$ cat src/rtl/core/alle_pkg.sv
`timescale 1ns / 1ps

package alle_pkg;

    localparam int DEF_CAPACITY = 32;
    localparam int VALUE_W      = 32;
    // Wide enough for a position or a fill count at any capacity up to 127.
    localparam int POS_W        = 7;

    localparam logic [1:0] OP_INSERT = 2'd0;
    localparam logic [1:0] OP_DELETE = 2'd1;
    localparam logic [1:0] OP_DUMP   = 2'd2;

    localparam logic [1:0] STATUS_OK        = 2'd0;
    localparam logic [1:0] STATUS_FULL      = 2'd1;
    localparam logic [1:0] STATUS_NOT_FOUND = 2'd2;
    localparam logic [1:0] STATUS_EMPTY     = 2'd3;

    typedef enum logic [1:0] {
        CM_HOLD,
        CM_ROTATE,
        CM_LOAD,
        CM_PACK
    } cell_mode_t;

    typedef struct packed {
        cell_mode_t                 mode;
        logic [POS_W-1:0]           pos;
        logic signed [VALUE_W-1:0]  data;
        logic                       drop;
    } cell_ctrl_t;

endpackage

$ cat src/rtl/core/alle_cell.sv
`timescale 1ns / 1ps

module alle_cell
    import alle_pkg::*;
#(
    parameter int INDEX = 0
) (
    input  logic                      aclk,
    input  logic                      aresetn,
    input  cell_ctrl_t                ctrl,
    input  logic                      nb_valid,
    input  logic signed [VALUE_W-1:0] nb_value,
    output logic                      out_valid,
    output logic signed [VALUE_W-1:0] out_value
);

    logic                      valid_reg;
    logic                      valid_next;
    logic signed [VALUE_W-1:0] value_reg;
    logic signed [VALUE_W-1:0] value_next;

    always_comb begin
        valid_next = valid_reg;
        value_next = value_reg;
        case (ctrl.mode)
            CM_ROTATE: begin
                valid_next = nb_valid;
                value_next = nb_value;
            end
            CM_LOAD: begin
                if (ctrl.pos == POS_W'(INDEX)) begin
                    valid_next = 1'b1;
                    value_next = ctrl.data;
                end
            end
            CM_PACK: begin
                if (POS_W'(INDEX) >= ctrl.pos) begin
                    valid_next = nb_valid;
                    value_next = nb_value;
                end
            end
            default: begin
                valid_next = valid_reg;
                value_next = value_reg;
            end
        endcase
    end

    always_ff @(posedge aclk) begin
        if (!aresetn) begin
            valid_reg <= 1'b0;
        end else begin
            valid_reg <= valid_next;
        end
        value_reg <= value_next;
    end

    assign out_valid = valid_reg;
    assign out_value = value_reg;

endmodule

$ cat src/rtl/core/alle_chain.sv
`timescale 1ns / 1ps

module alle_chain
    import alle_pkg::*;
#(
    parameter int CAPACITY = DEF_CAPACITY
) (
    input  logic                      aclk,
    input  logic                      aresetn,
    input  cell_ctrl_t                ctrl,
    output logic                      head_valid,
    output logic signed [VALUE_W-1:0] head_value
);

    logic                      cell_valid [CAPACITY];
    logic signed [VALUE_W-1:0] cell_value [CAPACITY];
    logic                      tail_valid;

    // The head item wraps to the tail on a rotation unless it is being deleted.
    assign tail_valid = (ctrl.mode == CM_ROTATE) && !ctrl.drop && cell_valid[0];

    for (genvar i = 0; i < CAPACITY; i++) begin : g_cell
        logic                      nb_valid;
        logic signed [VALUE_W-1:0] nb_value;

        if (i == CAPACITY - 1) begin : g_tail
            assign nb_valid = tail_valid;
            assign nb_value = cell_value[0];
        end else begin : g_body
            assign nb_valid = cell_valid[i+1];
            assign nb_value = cell_value[i+1];
        end

        alle_cell #(
            .INDEX (i)
        ) u_cell (
            .aclk      (aclk),
            .aresetn   (aresetn),
            .ctrl      (ctrl),
            .nb_valid  (nb_valid),
            .nb_value  (nb_value),
            .out_valid (cell_valid[i]),
            .out_value (cell_value[i])
        );
    end

    assign head_valid = cell_valid[0];
    assign head_value = cell_value[0];

endmodule

$ cat src/rtl/core/array_linked_list_engine.sv
`timescale 1ns / 1ps
// Insert, unknown ops and an empty dump: result registered from ST_RESP once the output is free.
// Delete: a rotation over every cell of the chain, a pack step if found, then the result.
// Dump: one result per stored value; each rotation step waits while the output stalls.
// One item is in work at a time; the next is accepted once its results are in the output register.
// Synchronous active-low reset empties the list by clearing every cell's valid flag.

module array_linked_list_engine
    import alle_pkg::*;
#(
    parameter int CAPACITY = DEF_CAPACITY
) (
    input  logic                      aclk,
    input  logic                      aresetn,
    input  logic                      s_valid,
    output logic                      s_ready,
    input  logic [1:0]                s_op,
    input  logic signed [VALUE_W-1:0] s_value,
    output logic                      m_valid,
    input  logic                      m_ready,
    output logic [1:0]                m_status,
    output logic signed [VALUE_W-1:0] m_item_value,
    output logic                      m_item_valid,
    output logic                      m_last
);

    localparam int CNT_W = $clog2(CAPACITY + 1);
    localparam logic [CNT_W-1:0] CAP_FULL = CNT_W'(CAPACITY);
    localparam logic [CNT_W-1:0] CAP_LAST = CNT_W'(CAPACITY - 1);

    typedef enum logic [2:0] {
        ST_IDLE,
        ST_DEL_SCAN,
        ST_DEL_PACK,
        ST_DUMP,
        ST_RESP
    } state_t;

    state_t                    state_reg, state_next;
    logic [CNT_W-1:0]          count_reg, count_next;
    logic [CNT_W-1:0]          step_reg, step_next;
    logic [CNT_W-1:0]          hole_reg, hole_next;
    logic                      found_reg, found_next;
    logic signed [VALUE_W-1:0] key_reg, key_next;
    logic [1:0]                resp_reg, resp_next;
    logic                      m_valid_reg, m_valid_next;
    logic [1:0]                m_status_reg, m_status_next;
    logic signed [VALUE_W-1:0] m_value_reg, m_value_next;
    logic                      m_ivalid_reg, m_ivalid_next;
    logic                      m_last_reg, m_last_next;

    cell_ctrl_t                ctrl;
    logic                      head_valid;
    logic signed [VALUE_W-1:0] head_value;
    logic                      out_free;
    logic                      accept;
    logic                      match;

    alle_chain #(
        .CAPACITY (CAPACITY)
    ) u_chain (
        .aclk       (aclk),
        .aresetn    (aresetn),
        .ctrl       (ctrl),
        .head_valid (head_valid),
        .head_value (head_value)
    );

    assign s_ready  = (state_reg == ST_IDLE);
    assign accept   = s_valid && s_ready;
    assign out_free = !m_valid_reg || m_ready;
    assign match    = head_valid && (head_value == key_reg) && !found_reg;

    always_comb begin
        state_next    = state_reg;
        count_next    = count_reg;
        step_next     = step_reg;
        hole_next     = hole_reg;
        found_next    = found_reg;
        key_next      = key_reg;
        resp_next     = resp_reg;
        m_valid_next  = m_valid_reg && !m_ready;
        m_status_next = m_status_reg;
        m_value_next  = m_value_reg;
        m_ivalid_next = m_ivalid_reg;
        m_last_next   = m_last_reg;
        ctrl.mode     = CM_HOLD;
        ctrl.pos      = POS_W'(count_reg);
        ctrl.data     = s_value;
        ctrl.drop     = 1'b0;

        case (state_reg)
            ST_IDLE: begin
                if (accept) begin
                    case (s_op)
                        OP_INSERT: begin
                            if (count_reg == CAP_FULL) begin
                                resp_next = STATUS_FULL;
                            end else begin
                                ctrl.mode  = CM_LOAD;
                                count_next = count_reg + 1'b1;
                                resp_next  = STATUS_OK;
                            end
                            state_next = ST_RESP;
                        end
                        OP_DELETE: begin
                            key_next   = s_value;
                            step_next  = '0;
                            found_next = 1'b0;
                            state_next = ST_DEL_SCAN;
                        end
                        OP_DUMP: begin
                            if (count_reg == '0) begin
                                resp_next  = STATUS_EMPTY;
                                state_next = ST_RESP;
                            end else begin
                                step_next  = '0;
                                state_next = ST_DUMP;
                            end
                        end
                        default: begin
                            resp_next  = STATUS_OK;
                            state_next = ST_RESP;
                        end
                    endcase
                end
            end
            ST_DEL_SCAN: begin
                ctrl.mode = CM_ROTATE;
                ctrl.drop = match;
                if (match) begin
                    found_next = 1'b1;
                    hole_next  = step_reg;
                end
                step_next = step_reg + 1'b1;
                if (step_reg == CAP_LAST) begin
                    if (found_reg || match) begin
                        state_next = ST_DEL_PACK;
                    end else begin
                        resp_next  = STATUS_NOT_FOUND;
                        state_next = ST_RESP;
                    end
                end
            end
            ST_DEL_PACK: begin
                ctrl.mode  = CM_PACK;
                ctrl.pos   = POS_W'(hole_reg);
                count_next = count_reg - 1'b1;
                resp_next  = STATUS_OK;
                state_next = ST_RESP;
            end
            ST_DUMP: begin
                if (out_free) begin
                    ctrl.mode = CM_ROTATE;
                    if (head_valid) begin
                        m_valid_next  = 1'b1;
                        m_status_next = STATUS_OK;
                        m_value_next  = head_value;
                        m_ivalid_next = 1'b1;
                        m_last_next   = (step_reg == count_reg - 1'b1);
                    end
                    step_next = step_reg + 1'b1;
                    if (step_reg == CAP_LAST) begin
                        state_next = ST_IDLE;
                    end
                end
            end
            ST_RESP: begin
                if (out_free) begin
                    m_valid_next  = 1'b1;
                    m_status_next = resp_reg;
                    m_value_next  = '0;
                    m_ivalid_next = 1'b0;
                    m_last_next   = 1'b1;
                    state_next    = ST_IDLE;
                end
            end
            default: begin
                state_next = ST_IDLE;
            end
        endcase
    end

    always_ff @(posedge aclk) begin
        if (!aresetn) begin
            state_reg   <= ST_IDLE;
            count_reg   <= '0;
            step_reg    <= '0;
            found_reg   <= 1'b0;
            m_valid_reg <= 1'b0;
        end else begin
            state_reg   <= state_next;
            count_reg   <= count_next;
            step_reg    <= step_next;
            found_reg   <= found_next;
            m_valid_reg <= m_valid_next;
        end
        hole_reg     <= hole_next;
        key_reg      <= key_next;
        resp_reg     <= resp_next;
        m_status_reg <= m_status_next;
        m_value_reg  <= m_value_next;
        m_ivalid_reg <= m_ivalid_next;
        m_last_reg   <= m_last_next;
    end

    assign m_valid      = m_valid_reg;
    assign m_status     = m_status_reg;
    assign m_item_value = m_value_reg;
    assign m_item_valid = m_ivalid_reg;
    assign m_last       = m_last_reg;

    a_count_bound: assert property (@(posedge aclk) disable iff (!aresetn)
        count_reg <= CAP_FULL)
        else $error("Fill count exceeds capacity.");

    a_head_present: assert property (@(posedge aclk) disable iff (!aresetn)
        (state_reg == ST_IDLE && count_reg != '0) |-> head_valid)
        else $error("Non-empty list has no item in the head cell.");

    a_found_nonempty: assert property (@(posedge aclk) disable iff (!aresetn)
        (state_reg == ST_DEL_SCAN && found_reg) |-> (count_reg != '0))
        else $error("Match found in an empty list.");

    a_full_insert_holds: assert property (@(posedge aclk) disable iff (!aresetn)
        (accept && s_op == OP_INSERT && count_reg == CAP_FULL) |=> $stable(count_reg))
        else $error("Insert into a full list changed the fill count.");

endmodule

$ cat config.mk
export PLATFORM = sky130hd
export DESIGN_NAME = array_linked_list_engine
export DESIGN_NICKNAME = d
export VERILOG_FILES = /design/src/rtl/core/alle_pkg.sv /design/src/rtl/core/alle_cell.sv /design/src/rtl/core/alle_chain.sv /design/src/rtl/core/array_linked_list_engine.sv
export SDC_FILE = /design/constraint.sdc
export NUM_CORES = 1
export LEC_CHECK = 0
export ABC_AREA = 1
export BUFFER_PORTS_ARGS = -buffer_cell sky130_fd_sc_hd__buf_2
export CAP_MARGIN = 0
export CORE_ASPECT_RATIO = 1.5
export CORE_MARGIN = 4
export CORE_UTILIZATION = 55
export DETAILED_ROUTE_END_ITERATION = 12
export HOLD_SLACK_MARGIN = 0.15
export PLACE_DENSITY = 0.67
export SKIP_CTS_REPAIR_TIMING = 1
export SLEW_MARGIN = 20
export SYNTH_ARGS = -nofsm -noshare
export SYNTH_HDL_FRONTEND = slang
export SYNTH_HIERARCHICAL = 1
export SYNTH_SLANG_ARGS = --single-unit
$ cat constraint.sdc
create_clock -name aclk -period 14.2 [get_ports aclk]
set_input_delay 1.42 -clock aclk [delete_from_list [all_inputs] [get_ports aclk]]
set_output_delay 1.42 -clock aclk [all_outputs]
set_load 0.005 [all_outputs]
==> results.ini <==
[power]
p_per_area_nw_per_um2=184.7
ir_drop_v=0.0001303
p_leak_uw=0.02456

[synth]
synth-main-ff-cell=edfxtp_1
synthTopCellsByArea=edfxtp_1, nand2_1, mux2_4
netlist_area_um2=53480
synth_fa_ha_area_share_pct=0.1404
synth-simple-area-share_pct=21.97
yosysTopAreaCellShare_pct=61.76
synth_edf_count=1100
ys_ff_latch=1149
synth.distinct_cells=57
syn-instance-count=4981
async_flop_share_pct=0
synth-xor-area-share_pct=0.2948
synthTopCellsByCount=nand2_1, edfxtp_1, mux2_4
synth_top_family_by_area=simple AND/OR/NAND/NOR gates
ys_seq_area_share_pct=63.59
yosysTopAreaCell=edfxtp_1
avgSynthCellArea_um2=10.74
yosys-mux-area-fraction_pct=7.910
synth_warnings=6
synth_most_common_cell=nand2_1
synth-compound-area-share_pct=1.090

[floorplan]
io_pins=76
dieArea_um2=102400
die_h_um=389.9
placementRows=139
core_um2=96180
start_util_pct=55.61
die_x_um=262.6

[detailed_routing]
detail-route-antenna-nets=0
drt_first_iter_violations=3035
drc_errors=0
wire_per_inst_um=19.21
first_pass_iters=6
vias=34010
via_per_inst=5.277
wl_mm=123.8

[finish]
instances_no_fill=6445
fin_nets=5134
syn2layout_area_growth_pct=8.270
largest_reg_flops=1024
multi_input_area_um2=17050
fillers=7666
final_layout_size_suffix_gt1_share_pct=13.89
ff_latch_area_um2=34010
diodes=0

[cts]
cts_buffer_depth=3
cts.sinks=1149
htree_levels=3
cts_buffers=105
cts_tree=yes
clk_latency_ps=690
ctsRootBufferMaster=clkbuf_16
clk_pin_slew_ps=70

[setup_path]
crit_path_start=s_op[0]
reg2reg_from=state_reg[0]
cp-endpoint=u_chain/g_cell[19].u_cell/out_value[16]
worstPathRequired_ps=14630
crit_type=input port to flop
worstPathArrival_ps=4900
crit_path_end_kind=flop
regToRegSetupSlack_ps=9850
setup.worst_path.start_class=input port
r2r_end=u_chain/g_cell[24].u_cell/out_value[30]
worstPathMaxFanout=75
rr_worst_depth=11

[timing]
period_minus_slack_ps=4466
final_max_slew_viol_count=0
worst_slew_pin_slew_ps=1124
max_freq_mhz=223.9
rsz0062_at_grt=no
final_hold_viol_count=0
max-slew-margin-rel_pct=25.05
skew_ps=19.97
setup_viol=0
fin_crit_sh_pct=31.45
tns_ps=0

[placement]
place.gp.congestion=0.9203
io_buffer_count=75
hpwl_mm=76.44
placed_cells_incl_taps=6251

[grt]
grt_max_degree=76
grt_pass1_wl_mm=190.7
grt_antenna_before_repair=0
grt_overflow=0
grt_pass1_vias=32430
grt_util_all_layers_pct=23.76

[status]
status=completed

[worst_hold_path]
min-delay-path-class=flop to flop

[job]
drv_cap=0

cells by family after synthesis:
| family | after synthesis |
|---|---|
| simple gates | 2962 |
| flops | 1149 |
| buf+inv | 458 |
| mux | 288 |
| compound gates | 99 |
| xor+xnor | 18 |
| fa+ha+maj | 6 |
| other cells | 1 |
cells in the final DEF (no fill, tap or decap), types with 4 or more instances in the layout:
cell type | synthesis | routed
o21ai_4 | 0 | 6
dfxtp_1 | 49 | 49
nand4_1 | 22 | 22
a21oi_1 | 40 | 39
conb_1 | 1 | 42
nand2_4 | 4 | 4
inv_2 | 49 | 54
bufinv_16 | 0 | 10
nor3b_1 | 6 | 6
nand2_1 | 2570 | 2570
ha_1 | 6 | 6
clkbuf_1 | 1 | 21
nand3_1 | 63 | 63
buf_4 | 56 | 55
xor2_1 | 8 | 8
and2_1 | 7 | 7
nand3_2 | 4 | 4
nor3_1 | 9 | 9
mux2_4 | 263 | 263
xnor2_1 | 10 | 10
clkinv_1 | 0 | 25
buf_2 | 20 | 75
nor2_4 | 21 | 21
clkbuf_16 | 0 | 106
or2_2 | 11 | 11
o21bai_1 | 8 | 8
nor3_2 | 8 | 8
mux2_2 | 25 | 25
o21ai_0 | 26 | 20
nand2_2 | 13 | 13
clkinvlp_4 | 0 | 4
clkinv_2 | 1 | 18
nor2_1 | 200 | 197
nor2_2 | 10 | 13
edfxtp_1 | 1100 | 1100
inv_1 | 236 | 230
how the worst min path moves through the flow:
stage                                        startpoint                             endpoint  cells after the start
floorplan           u_chain/g_cell[31].u_cell/out_valid  u_chain/g_cell[31].u_cell/out_valid                      2
finish              u_chain/g_cell[15].u_cell/out_valid  u_chain/g_cell[15].u_cell/out_valid                      2
global route         u_chain/g_cell[2].u_cell/out_valid   u_chain/g_cell[2].u_cell/out_valid                      2
detailed placement   u_chain/g_cell[3].u_cell/out_valid   u_chain/g_cell[3].u_cell/out_valid                      2
CTS                  u_chain/g_cell[2].u_cell/out_valid   u_chain/g_cell[2].u_cell/out_valid                      2
global placement    u_chain/g_cell[31].u_cell/out_valid  u_chain/g_cell[31].u_cell/out_valid                      2
cell type report:
cell class                      count  share of cell area (%)
Clock buffer                      130                   4.788
Clock inverter                     63                   1.011
Inverter                          288                   1.878
Multi-Input combinational cell   3415                   29.45
Sequential cell                  1149                   58.74
Tap cell                         1269                   2.742
Timing Repair Buffer              131                   1.396
routing by layer:
metal	global-route usage, %	wire [µm]
met1	29.63	48610
met2	40.44	60690
met3	3.504	7626
met4	12.43	6864
met5	0	0
worst max-delay path: stages:
cell	delay, ps
buf_2	110
inv_1	70
ha_1	180
inv_1	60
nor3_2	270
nor2_2	100
inv_4	310
buf_4	770
inv_2	120
nor2_4	670
inv_2	480
nand2_1	170
nand2_1	70
stage by stage:
stage	util, %	cell area [µm²]	power [µW]	setup slack (ps)	hold slack (ps)
global placement	56.70	54530	7875	9108	463.4
floorplan	-	53640	7250	3810	437.4
CTS	60.19	57890	10770	9821	488.8
global route	60.21	57910	11250	9471	502.5
detailed placement	56.70	54530	7923	9094	471.5
finish	60.21	57910	10700	9734	483.9
where the power goes:
group	switching (µW)	internal, µW	leakage (µW)
Sequential	374	5070	0.0105
Combinational	1590	856	0.0124
Clock	1240	1570	0.00164
Total	3200	7500	0.0246
No activity file was read; power rests on OpenSTA's default activity.
